### src/sbc_pkg.sv
`default_nettype none
package sbc_pkg;

    // Default for the largest sprite or framebuffer side.
    localparam int MAX_SIDE_DEF = 1024;

    // Fixed field widths.
    localparam int SIZE_W  = 11;
    localparam int COORD_W = 16;
    localparam int ORG_W   = 17;
    localparam int POS_W   = 19;
    localparam int PIX_W   = 8;
    localparam int ADDR_W  = 20;

    // Queue between front and back.
    localparam int FIFO_DEPTH = 4;
    localparam int FIFO_PTR_W = 2;

    // Configuration port.
    localparam int CFG_ADDR_W = 5;
    localparam int CFG_DATA_W = 32;

    typedef enum logic [2:0] {
        REG_SRC_WIDTH   = 3'd0,
        REG_SRC_HEIGHT  = 3'd1,
        REG_HOTSPOT_X   = 3'd2,
        REG_HOTSPOT_Y   = 3'd3,
        REG_KEY_ENABLE  = 3'd4,
        REG_KEY_COLOR   = 3'd5,
        REG_DEST_WIDTH  = 3'd6,
        REG_DEST_HEIGHT = 3'd7
    } reg_idx_t;

    typedef struct packed {
        logic [SIZE_W-1:0]         src_width;
        logic [SIZE_W-1:0]         src_height;
        logic signed [COORD_W-1:0] hotspot_x;
        logic signed [COORD_W-1:0] hotspot_y;
        logic                      key_enable;
        logic [PIX_W-1:0]          key_color;
        logic [SIZE_W-1:0]         dest_width;
        logic [SIZE_W-1:0]         dest_height;
    } cfg_t;

    // One placed pixel waiting for the back end.
    typedef struct packed {
        logic signed [POS_W-1:0] dc;
        logic signed [POS_W-1:0] dr;
        logic [PIX_W-1:0]        pix;
        logic                    last;
    } pix_t;

    // A size of zero counts as one, and a size above the cap is clamped to it.
    function automatic logic [SIZE_W-1:0] side_fix(input logic [SIZE_W-1:0] v,
                                                   input logic [SIZE_W-1:0] cap);
        logic [SIZE_W-1:0] r;
        if (v == '0) begin
            r = SIZE_W'(1);
        end else if (v > cap) begin
            r = cap;
        end else begin
            r = v;
        end
        return r;
    endfunction

    // Clamp to the 17-bit signed origin range.
    function automatic logic signed [ORG_W-1:0] sat_org(input logic signed [POS_W-1:0] v);
        logic signed [ORG_W-1:0] r;
        if (v < -(POS_W'(65536))) begin
            r = {1'b1, {(ORG_W-1){1'b0}}};
        end else if (v > POS_W'(65535)) begin
            r = {1'b0, {(ORG_W-1){1'b1}}};
        end else begin
            r = v[ORG_W-1:0];
        end
        return r;
    endfunction

endpackage
`default_nettype wire

### src/sbc_front.sv
`default_nettype none
module sbc_front #(
    parameter int MAX_SIDE = sbc_pkg::MAX_SIDE_DEF
) (
    input  wire logic          aclk,
    input  wire logic          aresetn,
    input  wire sbc_pkg::cfg_t cfg,
    input  wire logic          accept,
    input  wire logic          cmd,
    input  wire logic [15:0]   place_x,
    input  wire logic [15:0]   place_y,
    input  wire logic          mirror_x,
    input  wire logic          mirror_y,
    input  wire logic [7:0]    pixel_value,
    output logic               push,
    output sbc_pkg::pix_t      push_entry
);

    localparam int CW = $clog2(MAX_SIDE);
    localparam int EW = ((CW > sbc_pkg::SIZE_W) ? CW : sbc_pkg::SIZE_W) + 1;
    localparam int OW = sbc_pkg::POS_W - 1;

    logic [CW-1:0] col_reg, col_next;
    logic [CW-1:0] row_reg, row_next;
    logic signed [sbc_pkg::ORG_W-1:0] org_col_reg, org_col_next;
    logic signed [sbc_pkg::ORG_W-1:0] org_row_reg, org_row_next;
    logic flip_h_reg, flip_h_next;
    logic flip_v_reg, flip_v_next;

    logic [EW-1:0] col_inc, row_inc;
    logic          col_wrap, row_wrap;

    logic signed [sbc_pkg::POS_W-1:0] w_s, h_s, col_s, row_s, off_c, off_r;
    logic signed [OW-1:0] offx, offy;
    logic signed [sbc_pkg::POS_W-1:0] org_x_raw, org_y_raw;

    always_comb begin
        col_inc  = EW'(col_reg) + EW'(1);
        row_inc  = EW'(row_reg) + EW'(1);
        col_wrap = col_inc >= EW'(cfg.src_width);
        row_wrap = row_inc >= EW'(cfg.src_height);

        // Mirrored column and row offsets inside the sprite.
        w_s   = $signed({{(sbc_pkg::POS_W-sbc_pkg::SIZE_W){1'b0}}, cfg.src_width});
        h_s   = $signed({{(sbc_pkg::POS_W-sbc_pkg::SIZE_W){1'b0}}, cfg.src_height});
        col_s = $signed({{(sbc_pkg::POS_W-CW){1'b0}}, col_reg});
        row_s = $signed({{(sbc_pkg::POS_W-CW){1'b0}}, row_reg});
        off_c = flip_h_reg ? (w_s - sbc_pkg::POS_W'(1) - col_s) : col_s;
        off_r = flip_v_reg ? (h_s - sbc_pkg::POS_W'(1) - row_s) : row_s;

        push_entry.dc   = sbc_pkg::POS_W'(org_col_reg) + off_c;
        push_entry.dr   = sbc_pkg::POS_W'(org_row_reg) + off_r;
        push_entry.pix  = pixel_value;
        push_entry.last = col_wrap && row_wrap;
        push            = accept && cmd;

        // Origin for a start word: placement minus the (possibly mirrored) hotspot.
        offx = mirror_x ? (OW'(w_s) - OW'(cfg.hotspot_x)) : OW'(cfg.hotspot_x);
        offy = mirror_y ? (OW'(h_s) - OW'(cfg.hotspot_y)) : OW'(cfg.hotspot_y);
        org_x_raw = sbc_pkg::POS_W'($signed(place_x)) - sbc_pkg::POS_W'(offx);
        org_y_raw = sbc_pkg::POS_W'($signed(place_y)) - sbc_pkg::POS_W'(offy);
    end

    always_comb begin
        col_next     = col_reg;
        row_next     = row_reg;
        org_col_next = org_col_reg;
        org_row_next = org_row_reg;
        flip_h_next  = flip_h_reg;
        flip_v_next  = flip_v_reg;
        if (accept && !cmd) begin
            flip_h_next  = mirror_x;
            flip_v_next  = mirror_y;
            org_col_next = sbc_pkg::sat_org(org_x_raw);
            org_row_next = sbc_pkg::sat_org(org_y_raw);
            col_next     = '0;
            row_next     = '0;
        end else if (push) begin
            if (col_wrap) begin
                col_next = '0;
                row_next = row_wrap ? '0 : row_inc[CW-1:0];
            end else begin
                col_next = col_inc[CW-1:0];
            end
        end
    end

    always_ff @(posedge aclk) begin
        if (!aresetn) begin
            col_reg     <= '0;
            row_reg     <= '0;
            org_col_reg <= '0;
            org_row_reg <= '0;
            flip_h_reg  <= 1'b0;
            flip_v_reg  <= 1'b0;
        end else begin
            col_reg     <= col_next;
            row_reg     <= row_next;
            org_col_reg <= org_col_next;
            org_row_reg <= org_row_next;
            flip_h_reg  <= flip_h_next;
            flip_v_reg  <= flip_v_next;
        end
    end

endmodule
`default_nettype wire

### src/sbc_fifo.sv
`default_nettype none
module sbc_fifo (
    input  wire logic          aclk,
    input  wire logic          aresetn,
    input  wire logic          push,
    input  wire sbc_pkg::pix_t push_entry,
    input  wire logic          pop,
    output sbc_pkg::pix_t      head,
    output logic               empty,
    output logic               full
);

    localparam int PW = sbc_pkg::FIFO_PTR_W;
    localparam int CNT_W = PW + 1;

    sbc_pkg::pix_t mem_reg [sbc_pkg::FIFO_DEPTH];
    logic [PW-1:0]    wr_ptr_reg, wr_ptr_next;
    logic [PW-1:0]    rd_ptr_reg, rd_ptr_next;
    logic [CNT_W-1:0] count_reg, count_next;

    always_comb begin
        empty = count_reg == '0;
        full  = count_reg == CNT_W'(sbc_pkg::FIFO_DEPTH);
        head  = mem_reg[rd_ptr_reg];

        wr_ptr_next = push ? wr_ptr_reg + PW'(1) : wr_ptr_reg;
        rd_ptr_next = pop ? rd_ptr_reg + PW'(1) : rd_ptr_reg;
        count_next  = count_reg + CNT_W'(push) - CNT_W'(pop);
    end

    always_ff @(posedge aclk) begin
        if (push) begin
            mem_reg[wr_ptr_reg] <= push_entry;
        end
    end

    always_ff @(posedge aclk) begin
        if (!aresetn) begin
            wr_ptr_reg <= '0;
            rd_ptr_reg <= '0;
            count_reg  <= '0;
        end else begin
            wr_ptr_reg <= wr_ptr_next;
            rd_ptr_reg <= rd_ptr_next;
            count_reg  <= count_next;
        end
    end

endmodule
`default_nettype wire

### src/sbc_back.sv
`default_nettype none
module sbc_back (
    input  wire logic          aclk,
    input  wire logic          aresetn,
    input  wire sbc_pkg::cfg_t cfg,
    input  wire sbc_pkg::pix_t head,
    input  wire logic          empty,
    output logic               pop,
    output logic               m_tvalid,
    input  wire logic          m_tready,
    output logic [31:0]        m_tdata,
    output logic               m_tlast
);

    localparam int SW = sbc_pkg::SIZE_W;
    localparam int PROD_W = 2 * SW;

    logic valid_reg, valid_next;
    logic                      we_reg, we_next;
    logic [sbc_pkg::ADDR_W-1:0] addr_reg, addr_next;
    logic [sbc_pkg::PIX_W-1:0]  color_reg, color_next;
    logic                      last_reg, last_next;

    logic signed [sbc_pkg::POS_W-1:0] dw_s, dh_s;
    logic in_frame, keyed;
    logic [PROD_W-1:0] prod, sum;

    always_comb begin
        dw_s   = $signed({{(sbc_pkg::POS_W-SW){1'b0}}, cfg.dest_width});
        dh_s   = $signed({{(sbc_pkg::POS_W-SW){1'b0}}, cfg.dest_height});
        in_frame = (head.dc >= 0) && (head.dr >= 0) && (head.dc < dw_s) && (head.dr < dh_s);
        keyed  = cfg.key_enable && (head.pix == cfg.key_color);
        prod   = PROD_W'(head.dr[SW-1:0]) * PROD_W'(cfg.dest_width);
        sum    = prod + PROD_W'(head.dc[SW-1:0]);

        pop        = !empty && (!valid_reg || m_tready);
        valid_next = pop ? 1'b1 : (valid_reg && !m_tready);
        we_next    = in_frame && !keyed;
        addr_next  = we_next ? sum[sbc_pkg::ADDR_W-1:0] : '0;
        color_next = we_next ? head.pix : '0;
        last_next  = head.last;
    end

    always_ff @(posedge aclk) begin
        if (!aresetn) begin
            valid_reg <= 1'b0;
        end else begin
            valid_reg <= valid_next;
        end
    end

    always_ff @(posedge aclk) begin
        if (pop) begin
            we_reg    <= we_next;
            addr_reg  <= addr_next;
            color_reg <= color_next;
            last_reg  <= last_next;
        end
    end

    assign m_tvalid = valid_reg;
    assign m_tdata  = {3'b000, color_reg, addr_reg, we_reg};
    assign m_tlast  = last_reg;

endmodule
`default_nettype wire

### src/sprite_blit_clip_flip_colorkey_unit.sv
`default_nettype none
// Sprite blitter with clipping, horizontal and vertical mirroring and a color key.
//
// Input stream: tuser selects the word kind. A start word (tuser = 0) carries the
// placement and the mirror flags; it sets the sprite origin and restarts the raster
// counters, and it produces no output. A pixel word (tuser = 1) carries one source
// palette index in raster order and produces exactly one output word.
// Output stream: each word carries a framebuffer write enable, the address
// (row * dest_width + column), the color, and tlast on the last pixel of the sprite.
// Pixels that fall outside the framebuffer or match the enabled key color come out
// with the write enable low and zero address and color.
// Throughput is one input word per cycle while the sink is ready. An accepted pixel
// is written into the four-entry queue and from there moves into the output register,
// which drives the output stream.
// When the sink stalls, the output register holds its word and the queue absorbs up
// to four pixels before s_tready drops; while the queue is full, start words wait too.
// Reset (synchronous, active low) empties the queue and output register, zeroes the
// counters and the origin, clears the mirror flags and loads the register defaults.
// The APB port writes registers at byte address 4*i; write them only while idle.
module sprite_blit_clip_flip_colorkey_unit #(
    parameter int MAX_SIDE = sbc_pkg::MAX_SIDE_DEF
) (
    input  wire logic        aclk,
    input  wire logic        aresetn,
    // Input stream: tdata = place_x[15:0], place_y[31:16], mirror_x[32], mirror_y[33],
    // pixel_value[41:34], zero[47:42]; tuser = cmd.
    input  wire logic        s_tvalid,
    output logic             s_tready,
    input  wire logic [47:0] s_tdata,
    input  wire logic        s_tuser,
    // Output stream: tdata = write_enable[0], write_address[20:1], write_color[28:21],
    // zero[31:29]; tlast = sprite_end.
    output logic             m_tvalid,
    input  wire logic        m_tready,
    output logic [31:0]      m_tdata,
    output logic             m_tlast,
    // Configuration port.
    input  wire logic                           psel,
    input  wire logic                           penable,
    input  wire logic                           pwrite,
    input  wire logic [sbc_pkg::CFG_ADDR_W-1:0] paddr,
    input  wire logic [sbc_pkg::CFG_DATA_W-1:0] pwdata,
    output logic      [sbc_pkg::CFG_DATA_W-1:0] prdata,
    output logic                                pready
);

    localparam int SW = sbc_pkg::SIZE_W;
    localparam int CAP = (MAX_SIDE > 2047) ? 2047 : MAX_SIDE;
    localparam logic [SW-1:0] SIDE_CAP = SW'(CAP);

    sbc_pkg::cfg_t cfg_reg, cfg_next;
    sbc_pkg::reg_idx_t reg_idx;
    logic cfg_wr;

    logic          accept, push, pop, fifo_empty, fifo_full;
    sbc_pkg::pix_t push_entry, head;

    // Register file. Sizes are stored already clamped to one..cap.
    assign pready  = 1'b1;
    assign reg_idx = sbc_pkg::reg_idx_t'(paddr[4:2]);
    assign cfg_wr  = psel && penable && pwrite;

    always_comb begin
        cfg_next = cfg_reg;
        if (cfg_wr) begin
            case (reg_idx)
                sbc_pkg::REG_SRC_WIDTH:   cfg_next.src_width   =
                    sbc_pkg::side_fix(pwdata[SW-1:0], SIDE_CAP);
                sbc_pkg::REG_SRC_HEIGHT:  cfg_next.src_height  =
                    sbc_pkg::side_fix(pwdata[SW-1:0], SIDE_CAP);
                sbc_pkg::REG_HOTSPOT_X:   cfg_next.hotspot_x   = pwdata[15:0];
                sbc_pkg::REG_HOTSPOT_Y:   cfg_next.hotspot_y   = pwdata[15:0];
                sbc_pkg::REG_KEY_ENABLE:  cfg_next.key_enable  = pwdata[0];
                sbc_pkg::REG_KEY_COLOR:   cfg_next.key_color   = pwdata[7:0];
                sbc_pkg::REG_DEST_WIDTH:  cfg_next.dest_width  =
                    sbc_pkg::side_fix(pwdata[SW-1:0], SIDE_CAP);
                sbc_pkg::REG_DEST_HEIGHT: cfg_next.dest_height =
                    sbc_pkg::side_fix(pwdata[SW-1:0], SIDE_CAP);
                default: cfg_next = cfg_reg;
            endcase
        end
    end

    always_comb begin
        case (reg_idx)
            sbc_pkg::REG_SRC_WIDTH:   prdata = 32'(cfg_reg.src_width);
            sbc_pkg::REG_SRC_HEIGHT:  prdata = 32'(cfg_reg.src_height);
            sbc_pkg::REG_HOTSPOT_X:   prdata = 32'(cfg_reg.hotspot_x);
            sbc_pkg::REG_HOTSPOT_Y:   prdata = 32'(cfg_reg.hotspot_y);
            sbc_pkg::REG_KEY_ENABLE:  prdata = 32'(cfg_reg.key_enable);
            sbc_pkg::REG_KEY_COLOR:   prdata = 32'(cfg_reg.key_color);
            sbc_pkg::REG_DEST_WIDTH:  prdata = 32'(cfg_reg.dest_width);
            sbc_pkg::REG_DEST_HEIGHT: prdata = 32'(cfg_reg.dest_height);
            default:                  prdata = '0;
        endcase
    end

    always_ff @(posedge aclk) begin
        if (!aresetn) begin
            cfg_reg.src_width   <= SW'(1);
            cfg_reg.src_height  <= SW'(1);
            cfg_reg.hotspot_x   <= '0;
            cfg_reg.hotspot_y   <= '0;
            cfg_reg.key_enable  <= 1'b0;
            cfg_reg.key_color   <= '0;
            cfg_reg.dest_width  <= sbc_pkg::side_fix(SW'(1024), SIDE_CAP);
            cfg_reg.dest_height <= sbc_pkg::side_fix(SW'(1024), SIDE_CAP);
        end else begin
            cfg_reg <= cfg_next;
        end
    end

    // The front end takes a word whenever the queue has room.
    assign s_tready = !fifo_full;
    assign accept   = s_tvalid && s_tready;

    sbc_front #(
        .MAX_SIDE(MAX_SIDE)
    ) u_front (
        .aclk        (aclk),
        .aresetn     (aresetn),
        .cfg         (cfg_reg),
        .accept      (accept),
        .cmd         (s_tuser),
        .place_x     (s_tdata[15:0]),
        .place_y     (s_tdata[31:16]),
        .mirror_x    (s_tdata[32]),
        .mirror_y    (s_tdata[33]),
        .pixel_value (s_tdata[41:34]),
        .push        (push),
        .push_entry  (push_entry)
    );

    sbc_fifo u_fifo (
        .aclk       (aclk),
        .aresetn    (aresetn),
        .push       (push),
        .push_entry (push_entry),
        .pop        (pop),
        .head       (head),
        .empty      (fifo_empty),
        .full       (fifo_full)
    );

    sbc_back u_back (
        .aclk     (aclk),
        .aresetn  (aresetn),
        .cfg      (cfg_reg),
        .head     (head),
        .empty    (fifo_empty),
        .pop      (pop),
        .m_tvalid (m_tvalid),
        .m_tready (m_tready),
        .m_tdata  (m_tdata),
        .m_tlast  (m_tlast)
    );

endmodule
`default_nettype wire
### config.mk
export PLATFORM = sky130hd
export DESIGN_NAME = sprite_blit_clip_flip_colorkey_unit
export DESIGN_NICKNAME = d
export VERILOG_FILES = /design/src/sbc_pkg.sv /design/src/sbc_front.sv /design/src/sbc_fifo.sv /design/src/sbc_back.sv /design/src/sprite_blit_clip_flip_colorkey_unit.sv
export SDC_FILE = /design/constraint.sdc
export NUM_CORES = 1
export LEC_CHECK = 0
export BUFFER_PORTS_ARGS = -buffer_cell sky130_fd_sc_hd__buf_2
export CAP_MARGIN = 20
export CORE_ASPECT_RATIO = 2
export CORE_MARGIN = 1
export CORE_UTILIZATION = 30
export DETAILED_ROUTE_END_ITERATION = 7
export PLACE_DENSITY = 0.52
export SLEW_MARGIN = 20
export SYNTH_ARGS = -nofsm -noshare
export SYNTH_HDL_FRONTEND = slang
export SYNTH_HIERARCHICAL = 1
export SYNTH_SLANG_ARGS = --single-unit
### constraint.sdc
create_clock -name aclk -period 5.4 [get_ports aclk]
set_input_delay 1.35 -clock aclk [delete_from_list [all_inputs] [get_ports aclk]]
set_output_delay 1.35 -clock aclk [all_outputs]
set_load 0.005 [all_outputs]
==> impl_metrics.yaml <==
outcome:
  result_of_the_run: "finished with violations"
  failed_checks: "setup timing"
yosys:
  proportion_of_synthesized_chip_area_in_sequential_cells_pct: 36.1
  synth_adder_area_share_pct: 17.4
  main_combinational_cell_family_by_area_after_synthesis: "adder cells"
  ys_dominant_reg_cell: "edfxtp_1"
  synth_compound_gate_area_share_pct: 13.2
  synth-edff-count: 218
  synth_unique_cells: 105
  synth.area.mux_share_pct: 6.09
  synth_largest_type_area_fraction_pct: 24.7
  post_synth_instance_area_mm2: 0.0265
  synth_largest_area_cell: "edfxtp_1"
  post_synthesis_cell_count: 2694
  avg_cell_area_syn_um2: 9.83
  synth_warnings: 6
  synth.area.top_cells: "edfxtp_1 (25%), dfxtp_1 (11%), ha_1 (10%), fa_1 (7.5%), nand2_1 (4.7%)"
  yosys.area_share.simple_pct: 16.1
  synth_async_sr_flop_share_pct: 0
  yosys_register_bits: 369
  post_synth_xor_area_fraction_pct: 4.32
clock_tree:
  worstSkewPairLatency_ns: 0.58
  htree_levels: 2
  cts_tree: "done"
  post_cts_hold_buffer_count: 0
  cts_max_path_buffers: 3
  total_cts_buffers: 38
  cts_num_sinks: 369
  clkSlewWorstSetupHoldPaths_ns: 0.07
  clock-root-buffer: "clkbuf_16"
sta:
  slew_headroom_pct: 48.4
  final.setup_skew_ns: 0.0207
  period_minus_slack_ns: 5.47
  final_min_period_over_clock_period_pct: 101
  final_setup_slack_of_the_worst_path_ns: -0.0740
  slew_viol_final: 0
  clock.fmax_mhz: 183
  rsz0062_at_grt: "true"
  final_setup_violating_endpoints: 4
  worstMarginPinSlew_ns: 0.773
  finalHoldViolations: 0
  finalHoldWorstSlack_ns: 0.483
detailed_routing:
  route.detailed.wl_per_inst_um: 19.1
  remaining_drc_errors: 0
  drt_wirelength_um: 77700
  detail_route.first_pass.iterations: 5
  drt.antenna.violating_nets: 0
  routed-via-count: 19800
  drt-initial-drc-count: 765
  route.detailed.vias_per_inst: 4.87
placement:
  placedCellCount: 3977
  port_buffers: 132
  placed_cell_area_mm2: 0.0289
  dpl.hpwl_um: 61900
  gpl.final_weighted_congestion: 0.883
layout:
  final_layout_size_suffix_gt1_share_pct: 16.9
  antenna-diode-count: 0
  area_delta_synth_final_pct: 15.0
  largest_register_ffs: 188
  post_layout_nonfiller_instances: 4062
  finish.net_count: 3275
  finish.instance_area_mm2: 0.0305
power_and_ir_drop:
  fin_total_pwr_mw: 9.30
  power.internal_mw: 6.24
  total_switching_power_mw: 3.06
  comb_power_share_pct: 33.7
  power_density_mw_per_mm2: 305
  leakage_nw: 12.2
  share_seq_of_total_power_pct: 37.2
  share_clk_of_total_power_pct: 29.0
  netSwitchingFraction_pct: 32.9
  vdd_ir_drop_max_mv: 0.187
critical_path:
  worstSetupEndpointType: "flop"
  worst_setup_start_kind: "flop"
  rrSetupSlack_ns: -0.07
  crit_path_frequent_cell: "fa_1"
  crit_path_max_incr_delay_ns: 0.62
  timing.setup.critical_path_class: "reg2reg"
  cp_cell_sequence: "buf_6, mux4_2, and2_4, fa_1, fa_1, fa_1, fa_1, inv_1, fa_1, inv_1, ha_4, a211oi_2, nor2_2, nor2_2, o21ai_4, buf_4, buf_6, a21oi_4, o21ai_1, nor3b_2"
  timing.critical_path.slowest_stage_cell: "mux4_2"
  critPathArrivalTime_ns: 5.78
  critPathMaxFanout: 5
  timing.reg2reg.worst_path_depth: 20
  cp_data_required_time_ns: 5.71
  reg2reg_to: "u_back/addr_reg[19]"
floorplan:
  dieArea_mm2: 0.0896
  floorplan.die.height_um: 422
  rows: 153
  design.core.area_mm2: 0.0871
  effective_utilization_at_floorplan_pct: 30.4
  io_pins: 161
  floorplan.die.width_um: 212
hold_path:
  worst_hold_path.endpoint: "u_front/org_row_reg[7]"
  holdPathStages: 2
  worst_hold_path_type: "reg2reg"
  holdCritStartpoint: "u_front/org_row_reg[7]"
grt:
  first_global_vias: 20600
  grt_max_degree: 62
  first_pass_grt_wire_length_um: 118000
  grt.total_usage_pct: 17.5
  global_route_congestion_overflow_total: 0
  antenna_found_initial: 2
flow_run:
  max_cap_viol_count: 0
## power by group through the flow
stage | Combinational, mW | Sequential (mW) | Clock [mW]
after CTS | 3.12 | 3.47 | 2.80
after detailed placement | 3.02 | 3.55 | 0
after global routing | 3.49 | 3.49 | 2.89
final | 3.14 | 3.46 | 2.70
after global placement | 3.01 | 3.55 | 0
after floorplan | 2.00 | 3.49 | 0
## final cells by class
class / count / area, um^2
clock buffer: 48 / 1020
clock inverter: 20 / 210
fill: 8940 / 56600
inverter: 269 / 1010
multi-input combinational: 1934 / 15400
sequential: 369 / 9570
tap: 1162 / 1450
timing repair buffer: 260 / 1770
## cells by family (layout without fill, tap and decap cells)
logic type               count (synthesis)  count (layout)
XOR/XNOR                               129             129
AND/OR/NAND/NOR                        868             868
AO/OA/AOI/OAI                          523             523
adder cells (fa/ha/maj)                310             310
other                                    2               4
multiplexers                           100             100
flip-flops                             369             369
buffers and inverters                  393             597
## synthesized netlist by cell type, types with 16 or more instances
library cell  instances
a21boi_0             46
a21boi_1             27
a21o_1               23
a21oi_1             110
a22oi_1              16
a31oi_1              21
and2_1               72
and3_1               23
buf_2                16
buf_4                36
clkbuf_1             54
dfxtp_1             151
edfxtp_1            218
fa_1                 99
ha_1                211
inv_1               268
mux2i_1              42
mux4_2               48
nand2_1             330
nand2b_1             30
nand3_1              58
nor2_1              158
nor2b_1              54
nor3_1               45
o21a_1               27
o21ai_0             125
xnor2_1              97
xor2_1               31
## metal layers
layer / global-route usage, % / share of wire, %
met5: 0 / 0.021
met4: 8.25 / 4.6
met3: 1.68 / 3.0
met2: 34.9 / 56
met1: 17.5 / 36
## placed cells by master (no fill, tap or decap), types with 21 or more instances in the layout
cell type and count:
nand2_1 326, inv_1 258, edfxtp_1 218, ha_1 204
nor2_1 156, dfxtp_1 149, buf_2 132, o21ai_0 122
buf_4 109, a21oi_1 106, fa_1 98, xnor2_1 97
and2_1 59, nand3_1 57, nor2b_1 52, mux4_2 48
a21boi_0 46, mux2i_1 42, nor3_1 42, clkbuf_16 39
xor2_1 31, nand2b_1 30, a21boi_1 27, o21a_1 27
and3_1 23, a21o_1 22, a31oi_1 21
## how the worst max path moves through the flow
| stage | from | endpoint | slack, ns |
|---|---|---|---|
| finish | flop | u_back/addr_reg[19] | -0.07 |
| global route | flop | u_back/addr_reg[19] | -0.29 |
| CTS | flop | u_back/addr_reg[17] | -0.05 |
| detailed placement | flop | u_back/addr_reg[14] | -0.21 |
| global placement | flop | u_back/addr_reg[17] | -0.17 |
| floorplan | flop | u_back/addr_reg[17] | -0.02 |
## stage by stage
| step | utilization [%] | worst slack [ns] | setup TNS, ns |
|---|---|---|---|
| floorplan | - | -0.0171 | -0.0171 |
| global placement | 33.2 | -0.172 | -0.952 |
| detailed placement | 33.2 | -0.212 | -1.23 |
| CTS | 34.7 | -0.0483 | -0.102 |
| global route | 35.0 | -0.293 | -1.80 |
| finish | 35.0 | -0.0740 | -0.102 |
## critical path: cells and delay by family, from the launching register on
kind                       cells  cell delay (ns)
and+or+nand+nor                4             0.54
AOI/OAI and AO/OA              4             0.51
muxes                          1             0.62
buffers and inverters          5             0.49
DFF                            1             0.36
adders and majority gates      6             2.69
## what timing repair did
action,4_1_cts,5_1_grt
resized for setup,33,27
setup endpoints to repair,8,9
pin swaps,10,16
endpoints found under the hold margin,0,0
buffers inserted,5,12
Power figures use the tool's default switching activity.
